[config.mk]
export PLATFORM = sky130hd
export DESIGN_NAME = ufsq_sequencer
export DESIGN_NICKNAME = d
export VERILOG_FILES = /design/src/hdl/assert_macros.svh /design/src/hdl/ufsq_pkg.sv /design/src/hdl/ufsq_sequencer.sv
export SDC_FILE = /design/constraint.sdc
export NUM_CORES = 1
export LEC_CHECK = 0
export ABC_CLOCK_PERIOD_IN_PS = 3400
export BUFFER_PORTS_ARGS = -buffer_cell sky130_fd_sc_hd__buf_2
export CORE_MARGIN = 1
export CORE_UTILIZATION = 53
export CTS_CLUSTER_SIZE = 10
export DETAILED_ROUTE_END_ITERATION = 10
export PLACE_DENSITY = 0.79
export SLEW_MARGIN = 40
export SYNTH_ARGS = -nofsm -noshare
export SYNTH_HDL_FRONTEND = slang
export SYNTH_SLANG_ARGS = --single-unit
[constraint.sdc]
create_clock -name clock -period 3.4 [get_ports clock]
set_clock_uncertainty 0.05 [all_clocks]
set_input_delay 0.34 -clock clock [delete_from_list [all_inputs] [get_ports clock]]
set_output_delay 0.34 -clock clock [all_outputs]
set_load 0.03 [all_outputs]
[src/hdl/assert_macros.svh]
// assertion macros for the rtl files of the union-find engine
// no dependencies; included by the top level, the only file that carries concurrent checks
`ifndef ASSERT_MACROS_SVH
`define ASSERT_MACROS_SVH

// same-cycle implication
`define ASSERT_IMPLIES(label, clk, rst, pre, post, msg) \
   label: assert property (@(posedge clk) disable iff (rst) (pre) |-> (post)) \
      else $error(msg);

// next-cycle implication
`define ASSERT_NEXT(label, clk, rst, pre, post, msg) \
   label: assert property (@(posedge clk) disable iff (rst) (pre) |=> (post)) \
      else $error(msg);

`endif

[src/hdl/ufsq_pkg.sv]
// types, codes and microcode program of the union-find size query engine
// no dependencies; imported by the sequencer, the datapath and the top level
`timescale 1ns / 1ps

package ufsq_pkg;

   localparam int NODE_W = 10;
   localparam int THR_W  = 11;
   localparam int SIZE_W = 11;
   localparam int OP_W   = 2;
   // wide enough for any node count of the parameter range
   localparam int EXT_W  = 17;

   localparam logic [OP_W-1:0] OP_CLEAR = 2'd0;
   localparam logic [OP_W-1:0] OP_UNION = 2'd1;
   localparam logic [OP_W-1:0] OP_QUERY = 2'd2;

   localparam logic [SIZE_W-1:0] SIZE_MAX = '1;

   typedef logic [4:0] upc_type;
   typedef logic [3:0] cond_type;
   typedef logic [3:0] act_type;

   // jump conditions
   localparam cond_type C_NONE      = 4'd0;
   localparam cond_type C_ALWAYS    = 4'd1;
   localparam cond_type C_REQ       = 4'd2;
   localparam cond_type C_IS_CLEAR  = 4'd3;
   localparam cond_type C_SKIP_OP   = 4'd4;
   localparam cond_type C_FOUND     = 4'd5;
   localparam cond_type C_X_ROOT    = 4'd6;
   localparam cond_type C_CHAIN_END = 4'd7;
   localparam cond_type C_LAST      = 4'd8;
   localparam cond_type C_IS_QUERY  = 4'd9;
   localparam cond_type C_RSP_FREE  = 4'd10;

   // datapath actions
   localparam act_type A_NOP      = 4'd0;
   localparam act_type A_LOAD     = 4'd1;
   localparam act_type A_SEL_A    = 4'd2;
   localparam act_type A_RD_CUR   = 4'd3;
   localparam act_type A_FIND     = 4'd4;
   localparam act_type A_RD_X     = 4'd5;
   localparam act_type A_COMPRESS = 4'd6;
   localparam act_type A_SEL_B    = 4'd7;
   localparam act_type A_END_B    = 4'd8;
   localparam act_type A_RD_SIZE  = 4'd9;
   localparam act_type A_UNION    = 4'd10;
   localparam act_type A_QUERY    = 4'd11;
   localparam act_type A_RESP     = 4'd12;
   localparam act_type A_SWEEP    = 4'd13;

   typedef struct packed {
      cond_type cond;
      logic     hold;
      upc_type  target;
      act_type  act;
   } ucode_type;

   typedef struct packed {
      logic req_fire;
      logic is_clear;
      logic skip_op;
      logic found;
      logic x_root;
      logic chain_end;
      logic last;
      logic is_query;
      logic rsp_free;
   } status_type;

   // program addresses
   localparam upc_type P_RST   = 5'd0;
   localparam upc_type P_IDLE  = 5'd1;
   localparam upc_type P_DISP  = 5'd2;
   localparam upc_type P_CHECK = 5'd3;
   localparam upc_type P_FA0   = 5'd4;
   localparam upc_type P_FA1   = 5'd5;
   localparam upc_type P_FA2   = 5'd6;
   localparam upc_type P_FA3   = 5'd7;
   localparam upc_type P_SELB  = 5'd8;
   localparam upc_type P_FB0   = 5'd9;
   localparam upc_type P_FB1   = 5'd10;
   localparam upc_type P_FB2   = 5'd11;
   localparam upc_type P_FB3   = 5'd12;
   localparam upc_type P_ENDB  = 5'd13;
   localparam upc_type P_SIZE  = 5'd14;
   localparam upc_type P_UNION = 5'd15;
   localparam upc_type P_QUERY = 5'd16;
   localparam upc_type P_RESP  = 5'd17;
   localparam upc_type P_CLR   = 5'd18;

   function automatic ucode_type uw(input cond_type c, input logic h, input upc_type t,
                                    input act_type a);
      ucode_type w;
      w.cond   = c;
      w.hold   = h;
      w.target = t;
      w.act    = a;
      return w;
   endfunction

   // next address: target when the condition holds, else stay on hold, else step
   function automatic ucode_type ucode_rom(input upc_type addr);
      ucode_type w;
      unique case (addr)
         P_RST:   w = uw(C_LAST,      1'b1, P_IDLE,  A_SWEEP);
         P_IDLE:  w = uw(C_REQ,       1'b1, P_DISP,  A_LOAD);
         P_DISP:  w = uw(C_IS_CLEAR,  1'b0, P_CLR,   A_SEL_A);
         P_CHECK: w = uw(C_SKIP_OP,   1'b0, P_RESP,  A_NOP);
         P_FA0:   w = uw(C_NONE,      1'b0, P_FA0,   A_RD_CUR);
         P_FA1:   w = uw(C_FOUND,     1'b1, P_FA2,   A_FIND);
         P_FA2:   w = uw(C_X_ROOT,    1'b0, P_SELB,  A_RD_X);
         P_FA3:   w = uw(C_CHAIN_END, 1'b1, P_SELB,  A_COMPRESS);
         P_SELB:  w = uw(C_NONE,      1'b0, P_SELB,  A_SEL_B);
         P_FB0:   w = uw(C_NONE,      1'b0, P_FB0,   A_RD_CUR);
         P_FB1:   w = uw(C_FOUND,     1'b1, P_FB2,   A_FIND);
         P_FB2:   w = uw(C_X_ROOT,    1'b0, P_ENDB,  A_RD_X);
         P_FB3:   w = uw(C_CHAIN_END, 1'b1, P_ENDB,  A_COMPRESS);
         P_ENDB:  w = uw(C_NONE,      1'b0, P_ENDB,  A_END_B);
         P_SIZE:  w = uw(C_IS_QUERY,  1'b0, P_QUERY, A_RD_SIZE);
         P_UNION: w = uw(C_ALWAYS,    1'b0, P_RESP,  A_UNION);
         P_QUERY: w = uw(C_NONE,      1'b0, P_QUERY, A_QUERY);
         P_RESP:  w = uw(C_RSP_FREE,  1'b1, P_IDLE,  A_RESP);
         P_CLR:   w = uw(C_LAST,      1'b1, P_RESP,  A_SWEEP);
         default: w = uw(C_ALWAYS,    1'b0, P_IDLE,  A_NOP);
      endcase
      return w;
   endfunction

endpackage

[src/hdl/ufsq_sequencer.sv]
// microcode sequencer: step counter, program table and conditional jumps
// depends on ufsq_pkg
`timescale 1ns / 1ps

module ufsq_sequencer (
   input  logic                  clock,
   input  logic                  reset,
   input  ufsq_pkg::status_type  status,
   output ufsq_pkg::ucode_type   ctrl,
   output ufsq_pkg::upc_type     upc
);
   import ufsq_pkg::*;

   upc_type upc_ff;
   upc_type upc_in;
   logic    cond_true;

   assign ctrl = ucode_rom(upc_ff);
   assign upc  = upc_ff;

   always_comb begin
      unique case (ctrl.cond)
         C_NONE:      cond_true = 1'b0;
         C_ALWAYS:    cond_true = 1'b1;
         C_REQ:       cond_true = status.req_fire;
         C_IS_CLEAR:  cond_true = status.is_clear;
         C_SKIP_OP:   cond_true = status.skip_op;
         C_FOUND:     cond_true = status.found;
         C_X_ROOT:    cond_true = status.x_root;
         C_CHAIN_END: cond_true = status.chain_end;
         C_LAST:      cond_true = status.last;
         C_IS_QUERY:  cond_true = status.is_query;
         C_RSP_FREE:  cond_true = status.rsp_free;
         default:     cond_true = 1'b0;
      endcase
   end

   always_comb begin
      if (cond_true) begin
         upc_in = ctrl.target;
      end else if (ctrl.hold) begin
         upc_in = upc_ff;
      end else begin
         upc_in = upc_ff + upc_type'(1);
      end
   end

   always_ff @(posedge clock) begin
      if (reset) begin
         upc_ff <= P_RST;
      end else begin
         upc_ff <= upc_in;
      end
   end

endmodule

==> results.yml, run 1 <==
pwr:
  power_density_nw_per_um2: 1140
  total_power_mw: 1.66
  p_leak_nw: 0.632
  ir_worst_vdd_v: 0.000650
  seqPwrFrac_pct: 23.4
  internal_power_mw: 0.777
  clkPwrFrac_pct: 6.9
  p_sw_share_pct: 53.2
  p_comb_share_pct: 69.7
  switchingPower_mw: 0.882
floorplanning:
  coreArea_um2: 2230
  rows: 17
  dieArea_um2: 2610
  start_util_pct: 57.1
  die_h_um: 51.0
  ioPinCount: 30
  die_w_um: 51.0
min_path:
  hold_path_class: "input port to flip-flop"
  min_from: "reset"
  whs_path_depth: 2
  hold_end: "upc[0]$_SDFFE_PP0N_"
final_layout:
  antenna_cells: 0
  fin_cells: 206
  stdcell_area_um2: 1460
  num-fill-cells: 183
  area_growth_syn_to_layout_pct: 14.3
  finalCoreUtilization_pct: 65.3
  drive_gt1_share_pct: 27.5
  nNetsFinal: 198
placed_design:
  globalplace.congestion: 0.896
  pre_cts_slack_ns: 0.237
  placed_cell_area_um2: 1430
  numPortBuffers: 29
  dpl.hpwl_mm: 2.52
  dp.cells: 202
critical_path:
  start_kind: "flip-flop"
  cp-end-kind: "flip-flop"
  reg2reg_depth: 11
  timing.rr.end: "ctrl[0]$_DFF_P_"
  reg2reg_setup_slack_ns: 0.24
  r2r-start: "ctrl[12]$_SDFF_PP0_"
  crit_arrival_ns: 3.29
  critPathRequiredTime_ns: 3.52
  crit_type: "flip-flop to flip-flop"
  cp_max_fo: 9
logic_synthesis:
  synth_top_area_share_pct: 29.8
  syn-instance-count: 149
  synth.avg_cell_area_um2: 8.56
  synth.yosys.warnings: 0
  synthArstFlopShare_pct: 0
  ys_seq_area_share_pct: 29.8
  synth_ff_type: "dfxtp_1"
  yosys_register_bits: 19
  yosys.area.top_type: "dfxtp_1"
  synthDistinctLibCells: 54
  synth_area_leaders: "dfxtp_1, ha_1, mux2i_1"
  synth_nets: 168
  netlist_area_um2: 1270
  synth_edf_count: 0
routing:
  routed_wl_mm: 3.34
  drc_errors: 0
  avgViaCountPerCell: 6.31
  dr.pass1.iters: 5
  ant_nets: 0
  avgRoutedWirePerCell_um: 16.2
  vias: 1300
  first_iter_violations: 47
timing:
  tightest_slew_ns: 0.578
  rsz0062_at_grt: "no"
  fmax_mhz: 316
  final_hold_viol_count: 0
  min_period_over_period_pct: 93.1
  setup_viol: 0
  finalMaxSlewViolations: 0
  fin_crit_ns: 3.16
  slew_headroom_pct: 61.3
  setup_slack_ns: 0.235
  hold-worst-slack_ns: 0.346
  fin_setup_tns_ns: 0
grt:
  antenna_found_initial: 0
  gr-total-overflow: 0
  grt_pass1_vias: 1173
  grt.total_usage_pct: 27.1
  grt_max_degree: 23
  grt_pass1_wl_mm: 5.30
clock_network:
  cts_hold_buf: 0
  clock-sinks: 19
  root_buffer: "clkbuf_4"
  cts_tree: "done"
  numCtsBuffers: 3
  post-cts-setup-buffers: 0
  clock_latency_ns: 0.30
  clockBufferDepth: 2
  cts.clk_slew.worst_paths_ns: 0.11
  h-tree-depth: 1
status:
  status: "finished, final reports clean"
job:
  cap_violations: 0
==> cell families after synthesis <==
logic type                 synth area share [%]
adders and majority gates                  7.85
and+or+nand+nor                            20.4
buffers and inverters                      5.79
xor gates and xnor gates                   3.44
DFF                                        29.8
muxes                                      4.81
AOI/OAI and AO/OA                          27.9
==> per-layer routing <==
metal	GRT usage, %	vias to the layer above	share of wire (%)	wire, µm
met1	33.2	619	42	1400
met4	7.87	0	2.2	74
li1	-	613	-	-
met3	2.98	10	5.8	194
met2	49.1	58	50	1670
met5	0	-	0	0
==> registers in the layout (all words and copies together), names as in the netlist <==
| signal | cells |
|---|---|
| upc | 5 |
| ctrl | 14 |
==> worst max-delay path, stage by stage (launching register included) <==
cell	delay (ns)
dfxtp_1	0.47
mux2i_1	0.22
nor2_1	0.07
a311oi_1	0.48
nand2_2	0.23
a21oi_2	0.27
or2_1	0.30
inv_1	0.14
ha_1	0.27
nor3b_1	0.16
a311oi_1	0.25
o22ai_1	0.11
==> power by group through the flow <==
stage                     clock network [mW]  registers (mW)  logic (mW)
after global placement                     0           0.385        1.13
after detailed placement                   0           0.391        1.14
final                                  0.115           0.388        1.16
after global routing                   0.123           0.396        1.25
after CTS                              0.115           0.385        1.14
after floorplan                            0           0.542       0.716
==> final cells by class <==
type                    instances  area, µm²  area share (%)
multi-input cells             115        821            56.3
flip-flops and latches         19        380            26.1
repair buffers                 31        160            11.0
well taps                      28       35.0            2.40
inverters                       9       33.8            2.32
clock buffers                   3       22.5            1.55
clock inverters                 1       5.00           0.343
==> worst max-delay path by stage <==
stage	slack, ns	start	endpoint
after floorplan	0.46	ctrl[12]$_SDFF_PP0_	ctrl[2]$_DFF_P_
after global placement	0.41	ctrl[12]$_SDFF_PP0_	ctrl[0]$_DFF_P_
after detailed placement	0.24	ctrl[12]$_SDFF_PP0_	ctrl[0]$_DFF_P_
after CTS	0.21	ctrl[12]$_SDFF_PP0_	ctrl[0]$_DFF_P_
after global routing	0.07	ctrl[12]$_SDFF_PP0_	ctrl[0]$_DFF_P_
final	0.24	ctrl[12]$_SDFF_PP0_	ctrl[0]$_DFF_P_
==> cell usage after synthesis, types with 2 or more instances <==
| library cell | number |
|---|---|
| a211oi_1 | 2 |
| o22ai_1 | 3 |
| o211ai_1 | 2 |
| a2111oi_0 | 2 |
| o31ai_1 | 2 |
| buf_2 | 2 |
| inv_1 | 7 |
| inv_2 | 2 |
| o21ai_0 | 6 |
| o21ai_1 | 5 |
| mux2i_1 | 5 |
| ha_1 | 8 |
| a21oi_1 | 9 |
| nand2b_1 | 3 |
| nor3b_1 | 2 |
| a311oi_1 | 2 |
| buf_4 | 2 |
| a31oi_1 | 3 |
| nand3b_1 | 4 |
| xnor2_1 | 3 |
| xor2_1 | 2 |
| nor3_1 | 5 |
| and2b_1 | 2 |
| or3_1 | 3 |
| nand2_1 | 7 |
| nand3_1 | 4 |
| dfxtp_1 | 19 |
| nor2_1 | 6 |
| a21oi_2 | 2 |
==> layout by cell type (no fill, tap or decap), types with 3 or more instances in the layout <==
master	count
nand3b_1	4
or3_1	3
nand3_1	4
o21ai_0	6
dfxtp_1	19
a31oi_1	3
nor3_1	5
ha_1	8
o21ai_1	5
inv_1	7
clkbuf_4	3
buf_2	29
mux2i_1	5
nand2_1	7
o22ai_1	3
a21oi_1	9
xnor2_1	3
nor2_1	6
nand2b_1	3
==> what timing repair did <==
| action | in CTS | in global routing |
|---|---|---|
| gates resized for setup | 0 | 1 |
| setup endpoints to repair | 0 | 3 |
| endpoints found under the hold margin | 0 | 0 |
Note: power is estimated with default switching activity, not from simulation.
==> run 2: changes to the inputs <==
--- a/config.mk
+++ b/config.mk
@@ -12,6 +12,7 @@
 export CTS_CLUSTER_SIZE = 10
 export DETAILED_ROUTE_END_ITERATION = 10
 export PLACE_DENSITY = 0.79
+export RECOVER_POWER = 25
 export SLEW_MARGIN = 40
 export SYNTH_ARGS = -nofsm -noshare
 export SYNTH_HDL_FRONTEND = slang
==> run 2 against run 1 <==
Utilization decreased by 0.50 points; via count decreased by 1.2%; wire length increased by 0.54%; cell count unchanged; maximum frequency increased by 0.76%.
==> results.yml, run 2 (synthesis results as in run 1) <==
floorplanning:
  die_w_um: 51.0
  rows: 17
  die_h_um: 51.0
  ioPinCount: 30
  coreArea_um2: 2230
  dieArea_um2: 2610
  start_util_pct: 57.1
timing:
  rsz0062_at_grt: "no"
  min_period_over_period_pct: 92.4
  fin_crit_ns: 3.14
  tightest_slew_ns: 0.573
  setup_viol: 0
  slew_headroom_pct: 61.6
  fin_setup_tns_ns: 0
  hold-worst-slack_ns: 0.346
  fmax_mhz: 318
  final_hold_viol_count: 0
  finalMaxSlewViolations: 0
clock_network:
  numCtsBuffers: 3
  cts_hold_buf: 0
  clockBufferDepth: 2
  cts_tree: "done"
  root_buffer: "clkbuf_4"
  clock-sinks: 19
  clock_latency_ns: 0.30
  cts.clk_slew.worst_paths_ns: 0.11
  h-tree-depth: 1
grt:
  antenna_found_initial: 0
  grt_pass1_vias: 1173
  gr-total-overflow: 0
  grt.total_usage_pct: 27.1
  grt_pass1_wl_mm: 5.30
  grt_max_degree: 23
critical_path:
  critPathRequiredTime_ns: 3.52
  r2r-start: "ctrl[12]$_SDFF_PP0_"
  crit_arrival_ns: 3.27
  crit_chain: "mux2i_1 > nor2_1 > a311oi_1 > nand2_2 > a21oi_2 > or2_1 > inv_1 > ha_1 > nor3b_1 > a311oi_1 > o22ai_1"
  timing.rr.end: "ctrl[0]$_DFF_P_"
  critPathTopFamily: "compound AO/OA/AOI/OAI gates"
  cpPeakStageDelay_ns: 0.47
  cp_max_fo: 9
  reg2reg_setup_slack_ns: 0.26
  start_kind: "flip-flop"
  crit_type: "flip-flop to flip-flop"
  critPathSlowestCell: "dfxtp_1"
  cp_num_buf_inv: 1
  cp_common_cell: "a311oi_1"
  reg2reg_depth: 11
  cp-end-kind: "flip-flop"
placed_design:
  numPortBuffers: 29
  globalplace.congestion: 0.896
  dpl.hpwl_mm: 2.52
routing:
  vias: 1285
  drc_errors: 0
  ant_nets: 0
  first_iter_violations: 49
  avgViaCountPerCell: 6.24
  avgRoutedWirePerCell_um: 16.3
  routed_wl_mm: 3.36
  dr.pass1.iters: 4
status:
  status: "finished, final reports clean"
pwr:
  power_density_nw_per_um2: 1140
  p_leak_nw: 0.603
  ir_worst_vdd_v: 0.000647
min_path:
  whs_path_depth: 2
  hold_end: "upc[0]$_SDFFE_PP0N_"
  min_from: "reset"
  hold_path_class: "input port to flip-flop"
final_layout:
  antenna_cells: 0
  drive_gt1_share_pct: 22.5
  area_growth_syn_to_layout_pct: 13.4
  nNetsFinal: 198
  largest_register_ffs: 14
  layout_commonest_cell: "buf_2"
  most-common-layout-cells: "buf_2, dfxtp_1, a21oi_1, clkbuf_1, ha_1"
job:
  cap_violations: 0
-- run 2: changes by cell type in the layout (fill, tap and decap cells not counted) --
cell and delta:
buf_2 -9, clkbuf_1 +9
-- run 2: metrics by stage --
| step | worst slack [ns] | total power, mW | utilization (%) | instance area, µm² | instances |
|---|---|---|---|---|---|
| final | 0.259 | 1.65 | 64.8 | 1450 | 206 |
| after CTS | 0.208 | 1.65 | 65.3 | 1460 | 206 |
| after detailed placement | 0.237 | 1.53 | 64.0 | 1430 | 202 |
| after global placement | 0.407 | 1.52 | 64.0 | 1430 | 202 |
| after floorplan | 0.458 | 1.26 | - | 1270 | 149 |
| after global routing | 0.0716 | 1.76 | 64.8 | 1450 | 206 |
-- run 2: area by class of cell --
cell class	instances	area (µm²)
Clock inverter	1	5.00
Sequential cell	19	380
Multi-Input combinational cell	115	821
Timing Repair Buffer	31	149
Fill cell	188	787
Tap cell	28	35.0
Inverter	9	33.8
Clock buffer	3	22.5
-- run 2: routing by layer --
layer  share of wire (%)  up-vias  track usage (%)
met5                   0        -                0
met4                 1.3        0             7.87
met3                 6.2        6             2.98
met2                  51       58             49.1
met1                  42      608             33.2
li1                    -      613                -
-- run 2: power breakdown --
part / total (mW) / switching, mW / internal [mW]
Sequential: 0.388 / 0.0729 / 0.315
Combinational: 1.15 / 0.741 / 0.406
Clock: 0.116 / 0.0723 / 0.0438
-- run 2: worst max path at each step --
stage / slack, ns / startpoint / endpoint / depth (start not counted)
global route: 0.07 / ctrl[12]$_SDFF_PP0_ / ctrl[0]$_DFF_P_ / 11
CTS: 0.21 / ctrl[12]$_SDFF_PP0_ / ctrl[0]$_DFF_P_ / 11
global placement: 0.41 / ctrl[12]$_SDFF_PP0_ / ctrl[0]$_DFF_P_ / 11
finish: 0.26 / ctrl[12]$_SDFF_PP0_ / ctrl[0]$_DFF_P_ / 11
detailed placement: 0.24 / ctrl[12]$_SDFF_PP0_ / ctrl[0]$_DFF_P_ / 11
floorplan: 0.46 / ctrl[12]$_SDFF_PP0_ / ctrl[2]$_DFF_P_ / 10
-- run 2: what timing repair did --
| action | in CTS | in global routing |
|---|---|---|
| gates resized for setup | 0 | 1 |
| setup buffers | 0 | 0 |
| setup endpoints to repair | 0 | 3 |
-- run 2: worst register-to-register path, stage by stage, from the launching register on --
cell      delay [ns]
dfxtp_1         0.47
mux2i_1         0.22
nor2_1          0.07
a311oi_1        0.47
nand2_2         0.23
a21oi_2         0.27
or2_1           0.30
inv_1           0.14
ha_1            0.27
nor3b_1         0.16
a311oi_1        0.25
o22ai_1         0.11
==> run 3: changes to the inputs <==
--- a/config.mk
+++ b/config.mk
@@ -8,10 +8,10 @@
 export ABC_CLOCK_PERIOD_IN_PS = 3400
 export BUFFER_PORTS_ARGS = -buffer_cell sky130_fd_sc_hd__buf_2
 export CORE_MARGIN = 1
-export CORE_UTILIZATION = 53
+export CORE_UTILIZATION = 45
 export CTS_CLUSTER_SIZE = 10
 export DETAILED_ROUTE_END_ITERATION = 10
-export PLACE_DENSITY = 0.79
+export PLACE_DENSITY = 0.69
 export RECOVER_POWER = 25
 export SLEW_MARGIN = 40
 export SYNTH_ARGS = -nofsm -noshare
==> run 3 against run 2 <==
Cell count up 0.97%; combinational power about the same; wire length down 7.1%; clock-buffer cell count up 1; first-iteration DRC count down 31%; die area up 17%; largest power group unchanged; highest routed layer unchanged; global-route usage down 6.0 points; utilization down 8.4 points; non-clock buffer count unchanged; critical path depth unchanged.
==> results.yml, run 3 (synthesis results as in run 1) <==
critical_path:
  cp-end-kind: "flip-flop"
  cp_common_cell: "a311oi_1"
  critPathTopFamily: "compound AO/OA/AOI/OAI gates"
  cp_max_fo: 9
  critPathSlowestCell: "dfxtp_1"
  cpPeakStageDelay_ns: 0.46
  crit_type: "flip-flop to flip-flop"
  cp_num_buf_inv: 1
  critPathRequiredTime_ns: 3.52
  crit_chain: "mux2i_1 > nor2_1 > a311oi_1 > nand2_2 > a21oi_2 > or2_1 > inv_1 > ha_1 > nor3b_1 > a311oi_1 > o22ai_1"
  crit_arrival_ns: 3.28
  start_kind: "flip-flop"
timing:
  finalMaxSlewViolations: 0
  setup_viol: 0
  slew_headroom_pct: 61.4
  fmax_mhz: 317
  tightest_slew_ns: 0.575
  min_period_over_period_pct: 92.8
  rsz0062_at_grt: "no"
  final_hold_viol_count: 0
  fin_setup_tns_ns: 0
  fin_crit_ns: 3.16
clock_network:
  clock_latency_ns: 0.29
  numCtsBuffers: 3
  cts.clk_slew.worst_paths_ns: 0.10
  clock-sinks: 19
  h-tree-depth: 1
  post-cts-setup-buffers: 0
  clockBufferDepth: 2
  cts_tree: "done"
  root_buffer: "clkbuf_4"
placed_design:
  dpl.hpwl_mm: 2.47
  numPortBuffers: 29
  globalplace.congestion: 0.938
  dp.cells: 204
final_layout:
  num-fill-cells: 254
  drive_gt1_share_pct: 21.9
  most-common-layout-cells: "buf_2, dfxtp_1, clkbuf_1"
  multiInputGateArea_um2: 821
  fin_cells: 208
  layout_commonest_cell: "buf_2"
  register_area_um2: 380
  antenna_cells: 0
  area_growth_syn_to_layout_pct: 13.5
  nNetsFinal: 198
  finalCoreUtilization_pct: 56.4
  largest_register_ffs: 14
grt:
  antenna_found_initial: 0
  grt_pass1_wl_mm: 5.15
  grt_pass1_vias: 1125
  gr-total-overflow: 0
  grt_max_degree: 23
  grt.total_usage_pct: 21.1
routing:
  avgRoutedWirePerCell_um: 15.0
  avgViaCountPerCell: 5.91
  vias: 1229
  dr.pass1.iters: 4
  drc_errors: 0
  routed_wl_mm: 3.12
  ant_nets: 0
  first_iter_violations: 34
floorplanning:
  dieArea_um2: 3050
  die_h_um: 55.2
  coreArea_um2: 2570
  die_w_um: 55.2
  ioPinCount: 30
  rows: 18
  start_util_pct: 49.7
status:
  status: "finished, final reports clean"
pwr:
  p_leak_nw: 0.601
  total_power_mw: 1.64
  ir_worst_vdd_v: 0.000599
  power_density_nw_per_um2: 1140
min_path:
  hold_path_class: "input port to flip-flop"
job:
  cap_violations: 0
run 3: changes by cell type in the layout (fill, tap and decap cells not counted):
cell and delta:
clkbuf_1 +1, clkinv_2 -1
run 3: power breakdown:
part	switching, mW	internal, mW
Combinational	0.739	0.408
Clock	0.0642	0.0457
Sequential	0.0717	0.316
run 3: per-stage QoR:
stage	area, µm²	hold WS, ns	setup WS (ns)
after CTS	1460	0.319	0.147
after global placement	1430	0.526	0.402
after floorplan	1270	0.610	0.458
after global routing	1450	0.340	0.0345
after detailed placement	1430	0.519	0.187
final	1450	0.338	0.245
run 3: repair_timing:
item	in CTS	in global routing
gates resized for setup	0	1
hold buffers	0	0
setup endpoints to repair	0	1
run 3: layer usage:
| metal | track usage [%] | up-vias | wire, µm |
|---|---|---|---|
| li1 | - | 611 | - |
| met1 | 28.0 | 558 | 1380 |
| met2 | 33.0 | 53 | 1470 |
| met3 | 2.58 | 7 | 191 |
| met4 | 11.4 | 0 | 80 |
| met5 | 0 | - | 0 |
run 3: layout make-up:
type / instances / area share, %
clock buffers: 4 / 1.82
inverters: 9 / 2.33
multi-input cells: 115 / 56.7
flip-flops and latches: 19 / 26.3
well taps: 30 / 2.59
repair buffers: 31 / 10.3
run 3: worst paths after layout:
kind / startpoint / end / slack [ns] / cells past startpoint
worst min-delay path: reset / upc[0]$_SDFFE_PP0N_ / 0.34 / 2
worst max register to register: ctrl[12]$_SDFF_PP0_ / ctrl[0]$_DFF_P_ / 0.24 / 11
worst min register to register: ctrl[4]$_DFF_P_ / upc[0]$_SDFFE_PP0N_ / 0.54 / 2
worst max-delay path: ctrl[12]$_SDFF_PP0_ / ctrl[0]$_DFF_P_ / 0.24 / 11
